**src/qpht_pkg.sv**
```systemverilog
package qpht_pkg;

    localparam int TABLE_SLOTS = 16;
    localparam int SLOT_W      = $clog2(TABLE_SLOTS);
    localparam int CNT_W       = $clog2(TABLE_SLOTS + 1);
    localparam bit POW2_SLOTS  = (TABLE_SLOTS & (TABLE_SLOTS - 1)) == 0;

    localparam int OP_W    = 2;
    localparam int KEY_W   = 31;
    localparam int REC_W   = 32;
    localparam int IDX_W   = 4;
    localparam int STAT_W  = 2;
    localparam int OSLOT_W = 4;
    localparam int RCNT_W  = 5;
    localparam int ENTRY_W = KEY_W + REC_W;

    typedef enum logic [OP_W-1:0] {
        OP_INSERT = 2'd0,
        OP_DELETE = 2'd1,
        OP_READ   = 2'd2,
        OP_NOP    = 2'd3
    } t_op;

    typedef enum logic [STAT_W-1:0] {
        ST_DONE      = 2'd0,
        ST_OVERFLOW  = 2'd1,
        ST_NOT_FOUND = 2'd2
    } t_status;

    typedef enum logic [3:0] {
        S_IDLE,
        S_HOME,
        S_PROBE,
        S_DEL_SCAN,
        S_DEL_LAST,
        S_DEL_FIN,
        S_READ,
        S_READ_DATA,
        S_EMIT
    } t_state;

    typedef struct packed {
        logic start;
        logic step;
    } t_probe_ctl;

    typedef struct packed {
        logic              home_ok;
        logic [SLOT_W-1:0] pos;
        logic              last;
    } t_probe_sts;

endpackage

```
**src/qpht_ram.sv**
```systemverilog
module qpht_ram #(
    parameter int WIDTH = 8,
    parameter int DEPTH = 16
) (
    input  logic                     i_clk,
    input  logic                     i_we,
    input  logic [$clog2(DEPTH)-1:0] i_waddr,
    input  logic [WIDTH-1:0]         i_wdata,
    input  logic [$clog2(DEPTH)-1:0] i_raddr,
    output logic [WIDTH-1:0]         o_rdata
);

    logic [WIDTH-1:0] r_mem [DEPTH];
    logic [WIDTH-1:0] r_rdata;

    always_ff @(posedge i_clk) begin
        if (i_we) begin
            r_mem[i_waddr] <= i_wdata;
        end
        r_rdata <= r_mem[i_raddr];
    end

    assign o_rdata = r_rdata;

endmodule

```
**src/qpht_probe.sv**
```systemverilog
module qpht_probe
    import qpht_pkg::*;
(
    input  logic             i_clk,
    input  logic             i_rst_n,
    input  t_probe_ctl       i_ctl,
    input  logic [KEY_W-1:0] i_key,
    output t_probe_sts       o_sts
);

    localparam logic [SLOT_W:0]   N_EXT    = (SLOT_W + 1)'(TABLE_SLOTS);
    localparam logic [SLOT_W-1:0] LAST_CNT = SLOT_W'(TABLE_SLOTS - 1);
    localparam int                NB_W     = $clog2(KEY_W + 1);

    logic [SLOT_W-1:0] r_pos, n_pos;
    logic [SLOT_W-1:0] r_inc, n_inc;
    logic [SLOT_W-1:0] r_cnt, n_cnt;
    logic              r_busy, n_busy;
    logic [KEY_W-1:0]  r_bits, n_bits;
    logic [NB_W-1:0]   r_nbits, n_nbits;
    logic [SLOT_W:0]   rem_sum;
    logic [SLOT_W:0]   pos_sum;
    logic [SLOT_W:0]   inc_sum;
    logic [SLOT_W-1:0] rem_red;

    always_comb begin
        // key mod size, one key bit per cycle
        rem_sum = {r_pos, r_bits[KEY_W-1]};
        rem_red = (rem_sum >= N_EXT) ? SLOT_W'(rem_sum - N_EXT) : SLOT_W'(rem_sum);
        // (key + i*i) advances by 2i+1 each probe
        pos_sum = {1'b0, r_pos} + {1'b0, r_inc};
        inc_sum = {1'b0, r_inc} + (SLOT_W + 1)'(2);

        n_pos   = r_pos;
        n_inc   = r_inc;
        n_cnt   = r_cnt;
        n_busy  = r_busy;
        n_bits  = r_bits;
        n_nbits = r_nbits;

        if (i_ctl.start) begin
            n_inc = SLOT_W'(1);
            n_cnt = '0;
            if (POW2_SLOTS) begin
                n_pos  = i_key[SLOT_W-1:0];
                n_busy = 1'b0;
            end else begin
                n_pos   = '0;
                n_bits  = i_key;
                n_nbits = NB_W'(KEY_W);
                n_busy  = 1'b1;
            end
        end else if (r_busy) begin
            n_pos   = rem_red;
            n_bits  = {r_bits[KEY_W-2:0], 1'b0};
            n_nbits = r_nbits - NB_W'(1);
            if (r_nbits == NB_W'(1)) begin
                n_busy = 1'b0;
            end
        end else if (i_ctl.step) begin
            n_pos = (pos_sum >= N_EXT) ? SLOT_W'(pos_sum - N_EXT) : SLOT_W'(pos_sum);
            n_inc = (inc_sum >= N_EXT) ? SLOT_W'(inc_sum - N_EXT) : SLOT_W'(inc_sum);
            n_cnt = r_cnt + SLOT_W'(1);
        end
    end

    always_ff @(posedge i_clk) begin
        if (!i_rst_n) begin
            r_busy <= 1'b0;
        end else begin
            r_busy <= n_busy;
        end
        r_pos   <= n_pos;
        r_inc   <= n_inc;
        r_cnt   <= n_cnt;
        r_bits  <= n_bits;
        r_nbits <= n_nbits;
    end

    assign o_sts.home_ok = !r_busy;
    assign o_sts.pos     = r_pos;
    assign o_sts.last    = (r_cnt == LAST_CNT);

endmodule

```
**src/quadratic_probe_hash_table.sv**
```systemverilog
// channel  direction  handshake                 payload
// in       input      i_in_valid / o_in_ready   opcode, key, record, slot_index
// out      output     o_out_valid / i_out_ready status, slot, entry_*, removed_count
//
// insert: probes up to TABLE_SLOTS slots, home slot first, set by the probe sequencer;
//   a table size that is not a power of two first reduces the key one bit at a time
// delete: scans every slot, one key read per cycle from the entry ram
// read: one ram read; one item is in work at a time
// reset clears the used flags at once, so the table is empty on the first cycle
// a result waiting on the out side does not stop the next input transfer
module quadratic_probe_hash_table
    import qpht_pkg::*;
(
    input  logic               i_clk,
    input  logic               i_rst_n,
    input  logic               i_in_valid,
    output logic               o_in_ready,
    input  logic [OP_W-1:0]    i_opcode,
    input  logic [KEY_W-1:0]   i_key,
    input  logic [REC_W-1:0]   i_record,
    input  logic [IDX_W-1:0]   i_slot_index,
    output logic               o_out_valid,
    input  logic               i_out_ready,
    output logic [STAT_W-1:0]  o_status,
    output logic [OSLOT_W-1:0] o_slot,
    output logic               o_entry_valid,
    output logic [KEY_W-1:0]   o_entry_key,
    output logic [REC_W-1:0]   o_entry_record,
    output logic [RCNT_W-1:0]  o_removed_count
);

    localparam logic [SLOT_W-1:0] LAST_SLOT = SLOT_W'(TABLE_SLOTS - 1);
    localparam int                CMP_W     = (IDX_W > SLOT_W + 1) ? IDX_W : SLOT_W + 1;

    t_state                 r_state, n_state;
    logic [TABLE_SLOTS-1:0] r_used, n_used;
    logic [SLOT_W-1:0]      r_scan, n_scan;
    logic                   r_chk_v, n_chk_v;
    logic [SLOT_W-1:0]      r_chk_addr, n_chk_addr;
    logic [CNT_W-1:0]       r_cnt, n_cnt;

    logic [KEY_W-1:0]       r_key;
    logic [REC_W-1:0]       r_rec;
    logic [IDX_W-1:0]       r_idx;

    t_status                r_p_status, n_p_status;
    logic [OSLOT_W-1:0]     r_p_slot, n_p_slot;
    logic                   r_p_ev, n_p_ev;
    logic [KEY_W-1:0]       r_p_key, n_p_key;
    logic [REC_W-1:0]       r_p_rec, n_p_rec;
    logic [RCNT_W-1:0]      r_p_cnt, n_p_cnt;

    logic                   r_o_valid;
    t_status                r_o_status;
    logic [OSLOT_W-1:0]     r_o_slot;
    logic                   r_o_ev;
    logic [KEY_W-1:0]       r_o_key;
    logic [REC_W-1:0]       r_o_rec;
    logic [RCNT_W-1:0]      r_o_cnt;

    t_probe_ctl             probe_ctl;
    t_probe_sts             probe_sts;
    logic                   mem_we;
    logic [SLOT_W-1:0]      mem_raddr;
    logic [ENTRY_W-1:0]     mem_rdata;
    logic [KEY_W-1:0]       rd_key;
    logic [REC_W-1:0]       rd_rec;
    logic [SLOT_W-1:0]      idx_slot;
    logic                   idx_in_range;
    logic                   in_xfer;
    logic                   out_free;
    logic                   load_out;

    assign in_xfer      = i_in_valid && o_in_ready;
    assign out_free     = !r_o_valid || i_out_ready;
    assign rd_key       = mem_rdata[ENTRY_W-1:REC_W];
    assign rd_rec       = mem_rdata[REC_W-1:0];
    assign idx_slot     = SLOT_W'(r_idx);
    assign idx_in_range = CMP_W'(r_idx) < CMP_W'(TABLE_SLOTS);
    assign mem_raddr    = (r_state == S_DEL_SCAN) ? r_scan : idx_slot;

    qpht_probe u_probe (
        .i_clk   (i_clk),
        .i_rst_n (i_rst_n),
        .i_ctl   (probe_ctl),
        .i_key   (i_key),
        .o_sts   (probe_sts)
    );

    qpht_ram #(
        .WIDTH (ENTRY_W),
        .DEPTH (TABLE_SLOTS)
    ) u_ram (
        .i_clk   (i_clk),
        .i_we    (mem_we),
        .i_waddr (probe_sts.pos),
        .i_wdata ({r_key, r_rec}),
        .i_raddr (mem_raddr),
        .o_rdata (mem_rdata)
    );

    always_comb begin
        n_state    = r_state;
        n_used     = r_used;
        n_scan     = r_scan;
        n_chk_v    = 1'b0;
        n_chk_addr = r_scan;
        n_cnt      = r_cnt;
        n_p_status = r_p_status;
        n_p_slot   = r_p_slot;
        n_p_ev     = r_p_ev;
        n_p_key    = r_p_key;
        n_p_rec    = r_p_rec;
        n_p_cnt    = r_p_cnt;
        probe_ctl  = '0;
        mem_we     = 1'b0;
        load_out   = 1'b0;

        // delete compare, in the cycle after the scan address
        if (r_chk_v && r_used[r_chk_addr] && (rd_key == r_key)) begin
            n_used[r_chk_addr] = 1'b0;
            n_cnt              = r_cnt + CNT_W'(1);
        end

        case (r_state)
            S_IDLE: begin
                if (in_xfer) begin
                    case (t_op'(i_opcode))
                        OP_INSERT: begin
                            probe_ctl.start = 1'b1;
                            n_state         = S_HOME;
                        end
                        OP_DELETE: begin
                            n_scan  = '0;
                            n_cnt   = '0;
                            n_state = S_DEL_SCAN;
                        end
                        OP_READ: begin
                            n_state = S_READ;
                        end
                        default: begin
                            n_p_status = ST_DONE;
                            n_p_slot   = '0;
                            n_p_ev     = 1'b0;
                            n_p_key    = '0;
                            n_p_rec    = '0;
                            n_p_cnt    = '0;
                            n_state    = S_EMIT;
                        end
                    endcase
                end
            end
            S_HOME: begin
                if (probe_sts.home_ok) begin
                    n_state = S_PROBE;
                end
            end
            S_PROBE: begin
                n_p_ev  = 1'b0;
                n_p_key = '0;
                n_p_rec = '0;
                n_p_cnt = '0;
                if (!r_used[probe_sts.pos]) begin
                    mem_we                 = 1'b1;
                    n_used[probe_sts.pos]  = 1'b1;
                    n_p_status             = ST_DONE;
                    n_p_slot               = OSLOT_W'(probe_sts.pos);
                    n_state                = S_EMIT;
                end else if (probe_sts.last) begin
                    n_p_status = ST_OVERFLOW;
                    n_p_slot   = '0;
                    n_state    = S_EMIT;
                end else begin
                    probe_ctl.step = 1'b1;
                end
            end
            S_DEL_SCAN: begin
                n_chk_v    = 1'b1;
                n_chk_addr = r_scan;
                if (r_scan == LAST_SLOT) begin
                    n_state = S_DEL_LAST;
                end else begin
                    n_scan = r_scan + SLOT_W'(1);
                end
            end
            S_DEL_LAST: begin
                n_state = S_DEL_FIN;
            end
            S_DEL_FIN: begin
                n_p_status = (r_cnt == '0) ? ST_NOT_FOUND : ST_DONE;
                n_p_slot   = '0;
                n_p_ev     = 1'b0;
                n_p_key    = '0;
                n_p_rec    = '0;
                n_p_cnt    = RCNT_W'(r_cnt);
                n_state    = S_EMIT;
            end
            S_READ: begin
                n_state = S_READ_DATA;
            end
            S_READ_DATA: begin
                n_p_status = ST_DONE;
                n_p_slot   = OSLOT_W'(r_idx);
                n_p_ev     = idx_in_range && r_used[idx_slot];
                n_p_key    = n_p_ev ? rd_key : '0;
                n_p_rec    = n_p_ev ? rd_rec : '0;
                n_p_cnt    = '0;
                n_state    = S_EMIT;
            end
            S_EMIT: begin
                if (out_free) begin
                    load_out = 1'b1;
                    n_state  = S_IDLE;
                end
            end
            default: begin
                n_state = S_IDLE;
            end
        endcase
    end

    always_ff @(posedge i_clk) begin
        if (!i_rst_n) begin
            r_state   <= S_IDLE;
            r_used    <= '0;
            r_chk_v   <= 1'b0;
            r_o_valid <= 1'b0;
        end else begin
            r_state <= n_state;
            r_used  <= n_used;
            r_chk_v <= n_chk_v;
            if (load_out) begin
                r_o_valid <= 1'b1;
            end else if (i_out_ready) begin
                r_o_valid <= 1'b0;
            end
        end
    end

    always_ff @(posedge i_clk) begin
        r_scan     <= n_scan;
        r_chk_addr <= n_chk_addr;
        r_cnt      <= n_cnt;
        r_p_status <= n_p_status;
        r_p_slot   <= n_p_slot;
        r_p_ev     <= n_p_ev;
        r_p_key    <= n_p_key;
        r_p_rec    <= n_p_rec;
        r_p_cnt    <= n_p_cnt;
        if (in_xfer) begin
            r_key <= i_key;
            r_rec <= i_record;
            r_idx <= i_slot_index;
        end
        if (load_out) begin
            r_o_status <= r_p_status;
            r_o_slot   <= r_p_slot;
            r_o_ev     <= r_p_ev;
            r_o_key    <= r_p_key;
            r_o_rec    <= r_p_rec;
            r_o_cnt    <= r_p_cnt;
        end
    end

    assign o_in_ready      = (r_state == S_IDLE);
    assign o_out_valid     = r_o_valid;
    assign o_status        = r_o_status;
    assign o_slot          = r_o_slot;
    assign o_entry_valid   = r_o_ev;
    assign o_entry_key     = r_o_key;
    assign o_entry_record  = r_o_rec;
    assign o_removed_count = r_o_cnt;

    a_busy_after_transfer: assert property (
        @(posedge i_clk) disable iff (!i_rst_n)
        in_xfer |=> !o_in_ready
    ) else $error("input still ready right after a transfer");

    a_write_marks_used: assert property (
        @(posedge i_clk) disable iff (!i_rst_n)
        mem_we |=> r_used[$past(probe_sts.pos)]
    ) else $error("inserted slot not marked used");

    a_not_found_zero: assert property (
        @(posedge i_clk) disable iff (!i_rst_n)
        (o_out_valid && (o_status == ST_NOT_FOUND)) |-> (o_removed_count == '0)
    ) else $error("not-found result with nonzero removed count");

    a_read_empty_zero: assert property (
        @(posedge i_clk) disable iff (!i_rst_n)
        (o_out_valid && !o_entry_valid) |-> (o_entry_key == '0 && o_entry_record == '0)
    ) else $error("empty entry result carries data");

endmodule

```
**config.mk**
```make
export PLATFORM = sky130hd
export DESIGN_NAME = quadratic_probe_hash_table
export DESIGN_NICKNAME = d
export VERILOG_FILES = /design/src/qpht_pkg.sv /design/src/qpht_ram.sv /design/src/qpht_probe.sv /design/src/quadratic_probe_hash_table.sv
export SDC_FILE = /design/constraint.sdc
export NUM_CORES = 1
export LEC_CHECK = 0
export BUFFER_PORTS_ARGS = -buffer_cell sky130_fd_sc_hd__buf_2
export CORE_MARGIN = 4
export CORE_UTILIZATION = 46
export CTS_CLUSTER_SIZE = 14
export DETAILED_ROUTE_END_ITERATION = 10
export GPL_TIMING_DRIVEN = 0
export PLACE_DENSITY = 0.65
export SETUP_SLACK_MARGIN = 0.5
export SLEW_MARGIN = 20
export SYNTH_ARGS = -nofsm -noshare
export SYNTH_HDL_FRONTEND = slang
export SYNTH_SLANG_ARGS = --single-unit
export TNS_END_PERCENT = 100
```
**constraint.sdc**
```tcl
create_clock -name i_clk -period 5.8 [get_ports i_clk]
set_input_delay 0.58 -clock i_clk [delete_from_list [all_inputs] [get_ports i_clk]]
set_output_delay 0.58 -clock i_clk [all_outputs]
set_load 0.02 [all_outputs]
```
==> impl_results.md <==
* Max clock buf depth at 3
* Internal at 0.0171 W
* CTS tree: done
* Status: finished clean
* Setup crit start kind: flip-flop
* Post-DR vias/cell at 5.70
* Core Rows at 120
* Post-CTS Hold Buffers at 41
* Psw at 0.00592 W
* Worst-path fanout max at 10
* Fin Hold WS at 0.0431 ns
* Vias in the first global route at 27,700
* Max-Slew Margin vs Limit at 30.7%
* Drt pass-1 iters at 6
* Synth async-reset ratio at 0%
* Synth warn at 0
* Combinational cell fraction of total power at 11.9%
* Multi-input gate area at 9920 µm²
* Clock transition at the registers of the reported paths at 0.06 ns
* Final net count at 3,403
* Mapped Area at 49,900 µm²
* DRT iter0 DRCs at 3,043
* Area Overhead vs Synth at 15.7%
* Antenna Violating Nets Remaining at 0
* Ports at 150
* Clock power frac at 36.2%
* Final WL at 122,000 µm
* Largest net degree at the start of global routing at 43
* Vias at 27,500
* Pwr Density at 398 nW/µm²
* EDFF count, synth at 1,238
* Slew @ Worst Pin at 1.02 ns
* Synth Instances at 2,960
* Fin. max-slew vios at 0
* Final period util at 68.0%
* Area contributors post-synth: edfxtp_1 (74%), mux4_2 (6.3%), dfxtp_1 (4.1%)
* Post-synth net total at 3,048
* Top-area cell type share of the netlist area at 74.4%
* Initial antenna violation count at 3
* Hold WC Path Type: primary input to flip-flop
* Syn_area_per_cell at 16.9 µm²
* Total power at 0.0230 W
* Die X at 338 µm
* Switching power share of the total at 25.7%
* Yosys reg bits at 1,340
* Final Instance Area at 57,800 µm²
* WS Path Type: flip-flop to flip-flop
* Max-cap violations at 0
* R2r setup slk at 1.85 ns
* Number of buffers created by CTS at 138
* Worst EP arrival at 4.60 ns
* GRT Total Usage at 21.4%
* Max Freq at 0.253 GHz
* Setup violators final at 0
* Vert. Die Dim at 338 µm
* CP required at 6.45 ns
* Reg area at 39,200 µm²
* Skew-Pair Late Insertion Delay at 0.74 ns
* Period minus WS final at 3.95 ns
* Clock sinks at 1,340
* Starting Density at 46.5%
* CTS root buffer: clkbuf_16
* Critical Path Sink Type: flip-flop
* H-tree Lvls at 4
* Post-CTS Repair Setup Buffers at 0
* Skew final at 0.0251 ns
* GPL Wtd Cong at 0.863
* Port Buffers at 149
* Sequential-to-total area share from yosys stat at 78.5%
* RSZ-0062 raised after global routing: no
* HPWL Detailed at 75,900 µm
* Final hold violation count at 0
* Final core utilization at 53.7%
* Fillers at 8,478
* Peak supply drop at 0.297 mV
* Yosys top cell by area: edfxtp_1
* Main synth FF type: edfxtp_1
* GRT overflow at 0
* Yosys cell types at 55
* Post-CTS sizing at 0
* Residual DRC at 0
* Post-DR wirelength/cell at 25.2 µm
* Area of placed instances at 53,100 µm²
* Share of power burned in registers at 51.9%
* Global-route wire length before repair at 179,000 µm
* LEAKAGE at 19.5 nW
* Full die area at 114,000 µm²
* Layout cells sized above 1 at 17.9%
* Core footprint at 108,000 µm²
-- final timing paths --
kind,startpoint,endpoint,depth (start not counted)
worst max register to register,r_state[2],u_ram.o_rdata[32],10
worst min register to register,r_p_cnt[0],o_removed_count[0],0
worst min-delay path,i_key[27],r_key[27],1
worst max-delay path,r_state[2],u_ram.o_rdata[32],10
-- worst max-delay path: stages (launching register included) --
cell and delay, ns:
dfxtp_1 0.31, buf_6 0.14, nor4bb_4 0.29, buf_6 0.19, mux2i_2 0.86, buf_2 0.46, and2_1 0.34, buf_2 0.50
buf_2 0.44, a22oi_1 0.17, o21ai_1 0.15
-- cells in the mapped netlist, types with 3 or more instances --
| library cell | count |
|---|---|
| buf_6 | 9 |
| mux2i_1 | 22 |
| a22oi_1 | 58 |
| mux2_2 | 8 |
| nand4_1 | 74 |
| edfxtp_1 | 1238 |
| nand3_1 | 250 |
| xor2_1 | 5 |
| nor4b_1 | 3 |
| clkbuf_1 | 84 |
| nor4_1 | 7 |
| o21ai_1 | 57 |
| buf_1 | 5 |
| a32oi_1 | 6 |
| dfxtp_1 | 102 |
| nor3_1 | 6 |
| ha_1 | 14 |
| and3_1 | 67 |
| nor2_1 | 34 |
| and2_1 | 9 |
| nand2_1 | 526 |
| a21oi_1 | 30 |
| o21ai_0 | 29 |
| inv_1 | 31 |
| xnor2_1 | 39 |
| buf_2 | 57 |
| mux4_2 | 139 |
| nor2b_1 | 10 |
| o31ai_1 | 3 |
| a22o_1 | 4 |
| nand2b_1 | 4 |
-- sequential cells by signal (all words and copies together) (netlist names), 5 cells and up --
register         flops
r_rec               32
u_ram.r_mem       1008
r_used              16
r_p_rec             32
r_p_cnt              5
u_ram.o_rdata       63
u_probe.r_nbits      5
o_entry_key         31
r_p_key             31
r_cnt                5
o_removed_count      5
o_entry_record      32
r_key               31
-- logic make-up (layout without fill, tap and decap cells) --
family | after synthesis | in the layout | synth area share [%]
DFF | 1340 | 1340 | 78.5
AOI/OAI and AO/OA | 200 | 200 | 2.48
xor gates and xnor gates | 44 | 44 | 0.772
adders and majority gates | 15 | 15 | 0.391
muxes | 170 | 170 | 6.91
and+or+nand+nor | 1004 | 1004 | 9.23
other | 0 | 1 | 0
buffers and inverters | 187 | 649 | 1.69
-- power by group through the flow --
stage          Clock, W  Combinational, W  Sequential [W]
2_1_floorplan         0           0.00159          0.0120
3_3_place_gp          0           0.00261          0.0122
3_5_place_dp          0           0.00274          0.0121
4_1_cts         0.00847           0.00277          0.0119
5_1_grt         0.00890           0.00295          0.0120
6_report        0.00833           0.00275          0.0119
-- through the flow --
| step | TNS, ns | setup WS (ns) | std cells |
|---|---|---|---|
| 2_1_floorplan | 0 | 0.879 | 2960 |
| 3_3_place_gp | -238.62 | -1.90 | 4512 |
| 3_5_place_dp | 0 | 1.98 | 4537 |
| 4_1_cts | 0 | 1.94 | 4825 |
| 5_1_grt | 0 | 1.81 | 4825 |
| 6_report | 0 | 1.85 | 4826 |
-- layout by cell type, fill, tap and decap left out, types with 5 or more instances in the layout --
master,Yosys,layout
nand3_1,250,250
ha_1,14,14
mux4_2,139,139
mux2i_1,22,21
inv_1,31,15
clkbuf_16,0,141
inv_6,0,9
a22oi_1,58,58
nor3_1,6,5
and3_1,67,67
dlygate4sd3_1,0,41
clkbuf_1,84,117
xnor2_1,39,39
and2_1,9,8
xor2_1,5,5
edfxtp_1,1238,1238
nor4_1,7,7
mux2_2,8,8
clkinv_1,0,20
buf_1,5,5
buf_6,9,9
buf_2,57,206
nand4_1,74,74
nand2_1,526,526
a21oi_1,30,29
buf_16,0,17
nor2_1,34,30
o21ai_1,57,57
dfxtp_1,102,102
o21ai_0,29,29
nor2b_1,10,9
buf_12,0,7
inv_4,0,16
a32oi_1,6,6
clkinv_2,0,28
clkbuf_8,0,8
-- per-layer routing --
layer | share of wire [%] | vias up | track usage [%]
li1 | - | 12100 | -
met1 | 42 | 14000 | 29.6
met2 | 48 | 1181 | 34.7
met3 | 7.5 | 221 | 4.16
met4 | 2.8 | 0 | 6.82
met5 | 0 | - | 0
-- area by class of cell --
type,instances,area share (%)
clock buffers,182,6.51
plain buffers,156,1.26
multi-input cells,1433,17.2
well taps,1403,3.04
diodes,1,0.00433
clock inverters,65,0.801
repair buffers,215,3.07
flip-flops and latches,1340,67.9
inverters,31,0.271
(Power assumes the default switching activity.)
